## src/rtl/fnq_pkg.sv

```systemverilog
`default_nettype none

package fnq_pkg;

  // item kinds as they arrive on the input channel
  typedef enum logic [1:0] {
    OP_LOAD_NORM = 2'd0,
    OP_LOAD_BND  = 2'd1,
    OP_FEATURE   = 2'd2
  } op_e;

  // configuration register indexes
  localparam logic [0:0] CFG_NUM_LEVELS  = 1'd0;
  localparam logic [0:0] CFG_FEATURE_DIM = 1'd1;

  localparam logic [8:0] NUM_LEVELS_RST  = 9'd16;
  localparam logic [6:0] FEATURE_DIM_RST = 7'd39;

  // q15 product scaling
  localparam int unsigned FRAC_BITS = 15;

  // entries in the queue between front and back
  localparam int unsigned Q_DEPTH = 2;

  typedef struct packed {
    op_e         op;
    logic [7:0]  idx;
    logic [31:0] value;
    logic [31:0] scale;
    logic [5:0]  dim_index;
    logic [9:0]  frame_index;
    logic        last;
  } entry_t;

endpackage

`default_nettype wire

```

## src/rtl/fnq_fifo.sv

```systemverilog
`default_nettype none

module fnq_fifo (
  input  wire logic            clk_i,
  input  wire logic            rst_ni,
  input  wire logic            push_i,
  input  wire fnq_pkg::entry_t entry_i,
  input  wire logic            pop_i,
  output fnq_pkg::entry_t      head_o,
  output logic                 full_o,
  output logic                 empty_o
);

  localparam int unsigned PtrW = (fnq_pkg::Q_DEPTH > 1) ? $clog2(fnq_pkg::Q_DEPTH) : 1;
  localparam int unsigned CntW = $clog2(fnq_pkg::Q_DEPTH + 1);
  localparam logic [PtrW-1:0] PtrLast = PtrW'(fnq_pkg::Q_DEPTH - 1);
  localparam logic [CntW-1:0] CntFull = CntW'(fnq_pkg::Q_DEPTH);

  fnq_pkg::entry_t q_mem [fnq_pkg::Q_DEPTH];

  logic [PtrW-1:0] wr_ptr_q, wr_ptr_d;
  logic [PtrW-1:0] rd_ptr_q, rd_ptr_d;
  logic [CntW-1:0] cnt_q, cnt_d;
  logic            do_push, do_pop;

  assign full_o  = (cnt_q == CntFull);
  assign empty_o = (cnt_q == '0);
  assign do_push = push_i && !full_o;
  assign do_pop  = pop_i && !empty_o;
  assign head_o  = q_mem[rd_ptr_q];

  always_comb begin
    wr_ptr_d = wr_ptr_q;
    rd_ptr_d = rd_ptr_q;
    cnt_d    = cnt_q;
    if (do_push) begin
      wr_ptr_d = (wr_ptr_q == PtrLast) ? '0 : wr_ptr_q + 1'b1;
    end
    if (do_pop) begin
      rd_ptr_d = (rd_ptr_q == PtrLast) ? '0 : rd_ptr_q + 1'b1;
    end
    if (do_push && !do_pop) begin
      cnt_d = cnt_q + 1'b1;
    end else if (do_pop && !do_push) begin
      cnt_d = cnt_q - 1'b1;
    end
  end

  always_ff @(posedge clk_i or negedge rst_ni) begin
    if (!rst_ni) begin
      wr_ptr_q <= '0;
      rd_ptr_q <= '0;
      cnt_q    <= '0;
    end else begin
      wr_ptr_q <= wr_ptr_d;
      rd_ptr_q <= rd_ptr_d;
      cnt_q    <= cnt_d;
    end
  end

  always_ff @(posedge clk_i) begin
    if (do_push) begin
      q_mem[wr_ptr_q] <= entry_i;
    end
  end

endmodule

`default_nettype wire

```

## config.mk

```make
export PLATFORM = sky130hd
export DESIGN_NAME = fnq_fifo
export DESIGN_NICKNAME = d
export VERILOG_FILES = /design/src/rtl/fnq_pkg.sv /design/src/rtl/fnq_fifo.sv
export SDC_FILE = /design/constraint.sdc
export NUM_CORES = 1
export LEC_CHECK = 0
export ABC_AREA = 1
export ABC_CLOCK_PERIOD_IN_PS = 7600
export BUFFER_PORTS_ARGS = -buffer_cell sky130_fd_sc_hd__clkbuf_2
export CORE_MARGIN = 8
export CORE_UTILIZATION = 48
export DETAILED_ROUTE_END_ITERATION = 8
export GPL_ROUTABILITY_DRIVEN = 0
export PLACE_DENSITY = 0.86
export SYNTH_ARGS = -nofsm -noshare
export SYNTH_HDL_FRONTEND = slang
export SYNTH_SLANG_ARGS = --single-unit
```

## constraint.sdc

```tcl
create_clock -name clk_i -period 7.6 [get_ports clk_i]
set_clock_uncertainty 0.2 [all_clocks]
set_input_delay 0.38 -clock clk_i [delete_from_list [all_inputs] [get_ports clk_i]]
set_output_delay 0.38 -clock clk_i [all_outputs]
set_load 0.05 [all_outputs]
```

==> reports/metrics.yaml <==
run_status:
  status: "finished clean"
die:
  core_um2: 13900
  die_area_um2: 18400
  start_util_pct: 49.3
  io_pins: 188
  rows: 43
  die_x_um: 136
  dieHeight_um: 136
sta:
  timing.fmax_mhz: 294
  finalCriticalPeriod_ns: 3.40
  rsz0062_at_grt: "no"
  final_max_slew_viol_count: 0
  tns_ns: 0
  slew_headroom_pct: 32.9
  final.period_utilization_pct: 44.8
  hold_violations: 0
  hold_slack_ns: 0.0423
  final-setup-viol-count: 0
  tightestPinTransition_ns: 1.01
drt:
  drc: 0
  drtPass1Iterations: 5
  final_antenna_net_count: 0
  vias_per_cell: 4.76
  drt_iter0_drc: 272
  wire_per_inst_um: 16.1
  via_count: 4674
  routed_wl_um: 15900
pwr:
  vdd_drop_max_uv: 246
  total_power_uw: 4200
  leakage_uw: 0.00409
  pwr-share-comb_pct: 42.7
  seqPwrFrac_pct: 36.6
  clock_power_share_pct: 20.7
  p_sw_uw: 1930
  p_int_uw: 2270
  power_density_nw_per_um2: 445
  switching_share_pct: 46.0
yosys:
  synth.top_cell.area_share_pct: 79.6
  ys_seq_elements: 186
  syn_nets: 603
  netlist_area_um2: 6870
  yosysUniqueCellTypes: 16
  synth_area_leader_cell: "edfxtp_1"
  syn_inst: 507
  syn_area_per_cell_um2: 13.5
  ys.warnings.count: 0
  yosysSeqAreaShare_pct: 81.0
  synth.top_cells.by_area: "edfxtp_1 (80%), nand2_1 (15%), buf_4 (1.7%)"
placement:
  port_buffers: 187
  place_area_um2: 7920
  hpwl_um: 9440
  post-place-cells: 857
finish:
  finish.instance_area_um2: 9430
  area_growth_pct: 37.3
  drive_above_1_share_pct: 27.6
  mostFrequentLayoutCells: "nand2_1 (282), clkbuf_2 (187), edfxtp_1 (182)"
  instances_no_fill: 982
  final_common_cell: "nand2_1"
  fin_nets: 884
critical_path:
  cp_num_buf_inv: 3
  regToRegStartpoint: "cnt_q[0]"
  crit_slowest_cell: "dfrtp_4"
  crit_chain: "inv_2, buf_4, nand2_1, nand2_1, clkbuf_2"
  worstPathRequired_ns: 7.02
  rrSetupSlack_ns: 4.73
  crit_top_cell: "nand2_1"
  arrival_ns: 2.82
  end_kind: "output port"
  worstPathMaxFanout: 93
  cp_slowest_stage_delay_ns: 0.82
  r2r_cells: 3
  critPathLaunchType: "flop"
  path_class: "flop to output port"
  reg2reg_to: "q_mem[1][46]"
  critPathTopFamily: "buffers and inverters"
grt:
  grt_pass1_vias: 4843
  grt.overflow.total: 0
  grt_pass1_wl_um: 25000
  grt_use_total_pct: 17.6
  antenna_found_initial: 2
  grt_max_degree: 94
clock_network:
  cts_made_buffers: 17
  h-tree-depth: 4
  clockBufferDepth: 2
  cts_tree: "done"
  cts.repair.resized: 0
  cts_setup_buffers: 0
  cts.clk_slew.worst_paths_ns: 0.06
  cts.sinks: 186
  clock_latency_ns: 0.41
  root_buffer: "clkbuf_16"
min_path:
  hold_path_class: "primary input to flop"
  whs_path_depth: 3
  min_from: "pop_i"
  holdPathEnd: "rd_ptr_q"
run:
  cap_viol_max_count: 0
registers in the layout (all words and copies together), names as in the netlist:
signal / count
wr_ptr_q: 1
cnt_q: 2
q_mem: 182
rd_ptr_q: 1
per-stage QoR:
| step | util, % | worst slack [ns] |
|---|---|---|
| CTS | 67.6 | 4.10 |
| floorplan | - | 2.48 |
| global route | 67.7 | 3.98 |
| global placement | 56.8 | 4.66 |
| finish | 67.7 | 4.20 |
| detailed placement | 56.8 | 4.62 |
layer usage:
layer,share of wire [%],GRT usage (%)
met5,0.082,0
met4,2.0,7.28
met3,7.7,5.53
met2,52,29.9
met1,38,20.2
area by class of cell:
type / count / area, um^2
Sequential cell: 186 / 5570
Fill cell: 944 / 4510
Timing Repair Buffer: 282 / 1880
Multi-Input combinational cell: 293 / 1130
Clock buffer: 20 / 437
Tap cell: 180 / 225
Clock inverter: 12 / 150
Inverter: 8 / 32.5
Antenna cell: 1 / 2.50
cells in the mapped netlist:
library cell and instances:
buf_4 16, inv_1 7, nor2_1 3, o21ai_0 2, ha_1 1, dfrtp_1 4
inv_2 1, buf_6 1, nand4_1 1, edfxtp_1 182, nand2_1 282, buf_2 3
nor2_2 1, xnor2_1 1, nand3_1 1, nand3b_1 1
cell families (layout without fill, tap and decap cells):
| kind of cell | Yosys count | after routing | share of synthesized area (%) |
|---|---|---|---|
| other | 0 | 1 | 0 |
| AO/OA/AOI/OAI | 2 | 2 | 0.146 |
| buffers and inverters | 28 | 322 | 2.57 |
| XOR/XNOR | 1 | 1 | 0.128 |
| flip-flops | 186 | 186 | 81.0 |
| AND/OR/NAND/NOR | 289 | 289 | 15.9 |
| adder cells (fa/ha/maj) | 1 | 1 | 0.182 |
worst max path at each step:
stage	startpoint	end	slack [ns]	cells after the start
2_1_floorplan	cnt_q[1]	q_mem[1][0]	2.48	3
4_1_cts	rd_ptr_q	head_o[64]	4.10	5
3_3_place_gp	rd_ptr_q	head_o[67]	4.66	5
5_1_grt	rd_ptr_q	head_o[64]	3.98	5
3_5_place_dp	rd_ptr_q	head_o[67]	4.62	5
6_report	rd_ptr_q	head_o[64]	4.20	5
worst reg2reg max path, stage by stage, from the launching register on:
cell and delay, ns:
dfrtp_1 0.49, o21ai_0 0.25, nor2_4 0.74, buf_4 0.75
power by group through the flow:
stage	combinational (uW)	clock (uW)	sequential, uW
2_1_floorplan	1430	0	1490
3_5_place_dp	1760	0	1560
5_1_grt	1910	924	1560
6_report	1790	869	1540
4_1_cts	1800	882	1540
3_3_place_gp	1740	0	1550
repair_timing:
item | in CTS | in global routing
hold endpoints to repair | 186 | 0
setup endpoints to repair | 0 | 0
hold buffers | 92 | 0
No activity file was read; power rests on OpenSTA's default activity.
