File: src/rtl/fnq_pkg.sv
`default_nettype none

package fnq_pkg;

  // item kinds as they arrive on the input channel
  typedef enum logic [1:0] {
    OP_LOAD_NORM = 2'd0,
    OP_LOAD_BND  = 2'd1,
    OP_FEATURE   = 2'd2
  } op_e;

  // configuration register indexes
  localparam logic [0:0] CFG_NUM_LEVELS  = 1'd0;
  localparam logic [0:0] CFG_FEATURE_DIM = 1'd1;

  localparam logic [8:0] NUM_LEVELS_RST  = 9'd16;
  localparam logic [6:0] FEATURE_DIM_RST = 7'd39;

  // q15 product scaling
  localparam int unsigned FRAC_BITS = 15;

  // entries in the queue between front and back
  localparam int unsigned Q_DEPTH = 2;

  typedef struct packed {
    op_e         op;
    logic [7:0]  idx;
    logic [31:0] value;
    logic [31:0] scale;
    logic [5:0]  dim_index;
    logic [9:0]  frame_index;
    logic        last;
  } entry_t;

endpackage

`default_nettype wire

File: src/rtl/fnq_front.sv
`default_nettype none

module fnq_front #(
  parameter int unsigned MAX_DIM    = 64,
  parameter int unsigned MAX_LEVELS = 256,
  parameter int unsigned MAX_FRAMES = 1024
) (
  input  wire logic               clk_i,
  input  wire logic               rst_ni,
  input  wire logic               in_valid_i,
  output logic                    in_ready_o,
  input  wire logic        [1:0]  kind_i,
  input  wire logic        [7:0]  index_i,
  input  wire logic signed [31:0] value_i,
  input  wire logic signed [31:0] scale_i,
  input  wire logic        [6:0]  feature_dim_i,
  input  wire logic               full_i,
  output logic                    push_o,
  output fnq_pkg::entry_t         entry_o
);

  localparam int unsigned DimW = (MAX_DIM > 1) ? $clog2(MAX_DIM) : 1;
  localparam int unsigned FrmW = $clog2(MAX_FRAMES);
  localparam logic [8:0]  MaxDim9  = 9'(MAX_DIM);
  localparam logic [8:0]  NumBnd9  = 9'(MAX_LEVELS - 1);
  localparam logic [FrmW-1:0] FrmLast = FrmW'(MAX_FRAMES - 1);

  logic [DimW-1:0] dim_cnt_q, dim_cnt_d;
  logic [FrmW-1:0] frm_cnt_q, frm_cnt_d;
  logic            accept, keep, is_feat, last;
  logic [8:0]      fd_ext, dim_eff;

  assign in_ready_o = !full_i;
  assign accept     = in_valid_i && !full_i;

  // clamp the frame length to 1..MAX_DIM
  assign fd_ext  = {2'b00, feature_dim_i};
  assign dim_eff = (fd_ext == '0) ? 9'd1 : ((fd_ext > MaxDim9) ? MaxDim9 : fd_ext);
  assign last    = (9'(dim_cnt_q) + 9'd1) >= dim_eff;

  // drop unused kinds and out-of-range table writes here
  always_comb begin
    keep    = 1'b0;
    is_feat = 1'b0;
    case (kind_i)
      fnq_pkg::OP_LOAD_NORM: keep = ({1'b0, index_i} < MaxDim9);
      fnq_pkg::OP_LOAD_BND:  keep = ({1'b0, index_i} < NumBnd9);
      fnq_pkg::OP_FEATURE: begin
        keep    = 1'b1;
        is_feat = 1'b1;
      end
      default: keep = 1'b0;
    endcase
  end

  always_comb begin
    entry_o.op          = fnq_pkg::op_e'(kind_i);
    entry_o.idx         = is_feat ? 8'(dim_cnt_q) : index_i;
    entry_o.value       = value_i;
    entry_o.scale       = scale_i;
    entry_o.dim_index   = 6'(dim_cnt_q);
    entry_o.frame_index = 10'(frm_cnt_q);
    entry_o.last        = last;
  end

  assign push_o = accept && keep;

  always_comb begin
    dim_cnt_d = dim_cnt_q;
    frm_cnt_d = frm_cnt_q;
    if (accept && is_feat) begin
      if (last) begin
        dim_cnt_d = '0;
        frm_cnt_d = (frm_cnt_q == FrmLast) ? '0 : frm_cnt_q + 1'b1;
      end else begin
        dim_cnt_d = dim_cnt_q + 1'b1;
      end
    end
  end

  always_ff @(posedge clk_i or negedge rst_ni) begin
    if (!rst_ni) begin
      dim_cnt_q <= '0;
      frm_cnt_q <= '0;
    end else begin
      dim_cnt_q <= dim_cnt_d;
      frm_cnt_q <= frm_cnt_d;
    end
  end

endmodule

`default_nettype wire

File: config.mk
export PLATFORM = sky130hd
export DESIGN_NAME = fnq_front
export DESIGN_NICKNAME = d
export VERILOG_FILES = /design/src/rtl/fnq_pkg.sv /design/src/rtl/fnq_front.sv
export SDC_FILE = /design/constraint.sdc
export NUM_CORES = 1
export LEC_CHECK = 0
export BUFFER_PORTS_ARGS = -buffer_cell sky130_fd_sc_hd__buf_2
export CORE_MARGIN = 2
export CORE_UTILIZATION = 38
export DETAILED_ROUTE_END_ITERATION = 7
export GPL_TIMING_DRIVEN = 0
export PLACE_DENSITY = 0.87
export SLEW_MARGIN = 20
export SYNTH_ARGS = -nofsm -noshare
export SYNTH_HDL_FRONTEND = slang
export SYNTH_SLANG_ARGS = --single-unit
export TNS_END_PERCENT = 30
File: constraint.sdc
create_clock -name clk_i -period 5.3 [get_ports clk_i]
set_input_delay 0.53 -clock clk_i [delete_from_list [all_inputs] [get_ports clk_i]]
set_output_delay 0.53 -clock clk_i [all_outputs]
set_load 0.02 [all_outputs]
==> results.md <==
* Antenna Cells at 0
* Finished Core Util at ~54%
* Crit path cell chain: ha_1 -> nand3_1 -> xnor2_1 -> ha_1 -> and4_1 -> o21ai_1 -> o221a_1 -> buf_6 -> clkinv_2 -> buf_4 -> buf_2
* Post-synthesis sequential area ratio at 24.10%
* Global route overflow at 0
* Area growth, synth to finish at 40.44%
* Fmax at 303.9 MHz
* RePlAce Congestion at between 0.8 and 0.9
* Rel. slew slack at 61.46%
* Synth Cell Area at approximately 1700 um2
* Fin Hold WS at roughly 190 ps
* CP max stage delay at 500 ps
* Worst clock skew at 6.266 ps
* Hold Fails Final Rpt at 0
* Count leader, synth: buf_4
* CP bufs+invs at 4
* Status: complete, no violations
* Critical path data required time at 4770 ps
* Number of synthesized register bits at 16
* Share of cells above drive strength 1 at 61.20%
* Main synth FF type: dfrtp_1
* Final Setup Violations at 0
* Vias at around 1800
* Min-Delay Path Class: in -> async
* DRT iter0 DRCs at 45
* Peak supply drop at approximately 0.11 mV
* Post-CTS setup buffers at 0
* I/O pins at 178
* Max H-tree Level at 1
* Syn Inst Count at 201
* Clock slew seen by the registers of the worst setup and hold paths at 60 ps
* Slowest CP cell: dfrtp_1
* Post-cts sizing count at 0
* Largest net degree at the start of global routing at 17
* Cell mode on critical path: ha_1
* Fin cells at 369
* Clk_lat worst skew at 240 ps
* Pwr Density at around 220 nW/um2
* Total clock sinks at 16
* Crit Path Class: reg -> out
* Synth area leaders: buf_4 (30%), dfrtp_1 (24%), ha_1 (6.8%), nand2_1 (4.3%), mux2_2 (4.1%)
* Max cap viols at 0
* Std cell rows at 24
* Inserted Clock Buffers at 3
* Port bufs at 113
* Antenna Nets Post-Route at 0
* CTS tree: built
* Hold_buf cts at 0
* Root buf cell: clkbuf_8
* CP delay by family, top: buffers and inverters
* DIE AREA at 4918 um2
* Most frequent cells after synthesis: buf_4 (67), nand2_1 (19), dfrtp_1 (16), nand3_1 (11), o21ai_0 (11)
* GRT Overall Usage at about 16%
* Max FO, Critical Path at 10
* Slew @ Worst Pin at 576.0 ps
* Fin nets at 413
* Vias per inst at slightly below 5
* Crit. End Element: output pin
* Static leakage at ~1.3 nW
* Setup TNS at 0 ps
* Syn_area_per_cell at 8.267 um2
* Setup crit start kind: flop
* Remaining DRCs at 0
* Dpl cells at about 370
* Initial antenna violation count at 0
* Crit path DAT at 2760 ps
* Final worst path period share at between 60 and 70%
* Fraction of registers with async set/reset at 100.0%
* Vias in the first global route at 1599
* Die Span Y at 70.13 um
* Post-synth EDFFs at 0
* First drt pass iteration count at 4
* Max-slew violations at 0
* Period minus WS final at around 3300 ps
* Cell taking the most area after synthesis: buf_4
* Starting Density at 38.69%
* Unique cell type count in the Yosys netlist at 31
* Pwr Total at around 510 uW
* Unrepaired setup endpoints after global routing: false
* Post-synth top area share at 30.27%
* Syn_nets at just under 300
* Yosys warning total at 0
* Detailed Route WL at 4.132 mm
* First-pass GRT wire length at 6.596 mm
* Clock Tree Buf Depth at 2
* CORE AREA at 4294 um2
* Drt wl/cell at 11.20 um
* HPWL after DPL at approximately 3.4 mm
* Die width at 70.13 um
-- path summary, 6_finish.rpt --
path,start,endpoint,slack [ps],depth (start not counted)
worst min register to register,frm_cnt_q[8],frm_cnt_q[8],500,1
worst min-delay path,rst_ni,frm_cnt_q[5],190,1
worst max register to register,dim_cnt_q[0],frm_cnt_q[9],2500,11
max in group asynchronous,rst_ni,dim_cnt_q[4],4850,1
min in group clk_i,frm_cnt_q[8],frm_cnt_q[8],500,1
worst max-delay path,dim_cnt_q[0],entry_o[0],2010,11
-- registers in the layout, indices dropped and copies added (netlist names) --
name	count
frm_cnt_q	10
dim_cnt_q	6
-- cells in the final DEF (no fill, tap or decap), types with 2 or more instances in the layout --
cell,count
buf_2,113
buf_4,67
nand2_1,19
dfrtp_1,16
nand3_1,11
o21ai_0,11
ha_1,9
nor2_1,8
nand2b_1,6
mux2_2,6
o31ai_1,6
a21oi_1,5
xnor2_1,5
nand4_1,4
nor3_1,3
inv_1,3
xor2_1,3
and3_1,3
clkbuf_8,3
clkbuf_1,2
and2_1,2
-- worst register-to-register path, cell delays in order (launching register included) --
cell and delay, ps:
dfrtp_1 500, ha_1 290, nand3_1 110, xnor2_1 190
ha_1 320, and4_1 170, o21ai_1 60, o221a_1 270
buf_6 150, clkinv_2 120, nand2_1 110, o41ai_1 390
-- metal layers --
layer | track usage (%) | wire length (um)
met1 | 19.09 | 1547
met4 | 5.556 | 27
met5 | 0 | 0
met2 | 28.99 | 2131
met3 | 1.876 | 424
-- where the power goes --
part / switching (mW) / total, mW / internal, mW
registers: 0.0281 / 0.165 / 0.137
logic: 0.143 / 0.259 / 0.116
clock network: 0.0370 / 0.0872 / 0.0502
total: 0.208 / 0.511 / 0.303
-- cell families after synthesis --
family / count (synthesis) / synth area share, %
adders and majority gates: 9 / 6.777
buffers and inverters: 74 / 32.38
xor gates and xnor gates: 8 / 4.217
muxes: 6 / 4.066
and+or+nand+nor: 59 / 17.55
DFF: 16 / 24.10
AOI/OAI and AO/OA: 29 / 10.92
-- stage by stage --
step | setup WS [ps] | cell area (um2)
after floorplan | 2594 | 1662
after global placement | 2318 | 2292
after detailed placement | 2264 | 2292
after CTS | 1982 | 2333
after global routing | 1848 | 2333
final | 2009 | 2333
-- layout make-up --
class | instances | area [um2]
well taps | 52 | 65.06
repair buffers | 113 | 565.5
fillers | 416 | 1961
multi-input cells | 111 | 723.2
inverters | 4 | 16.27
flip-flops and latches | 16 | 400.4
clock buffers | 3 | 41.29
plain buffers | 70 | 521.8
(Power assumes the default switching activity.)
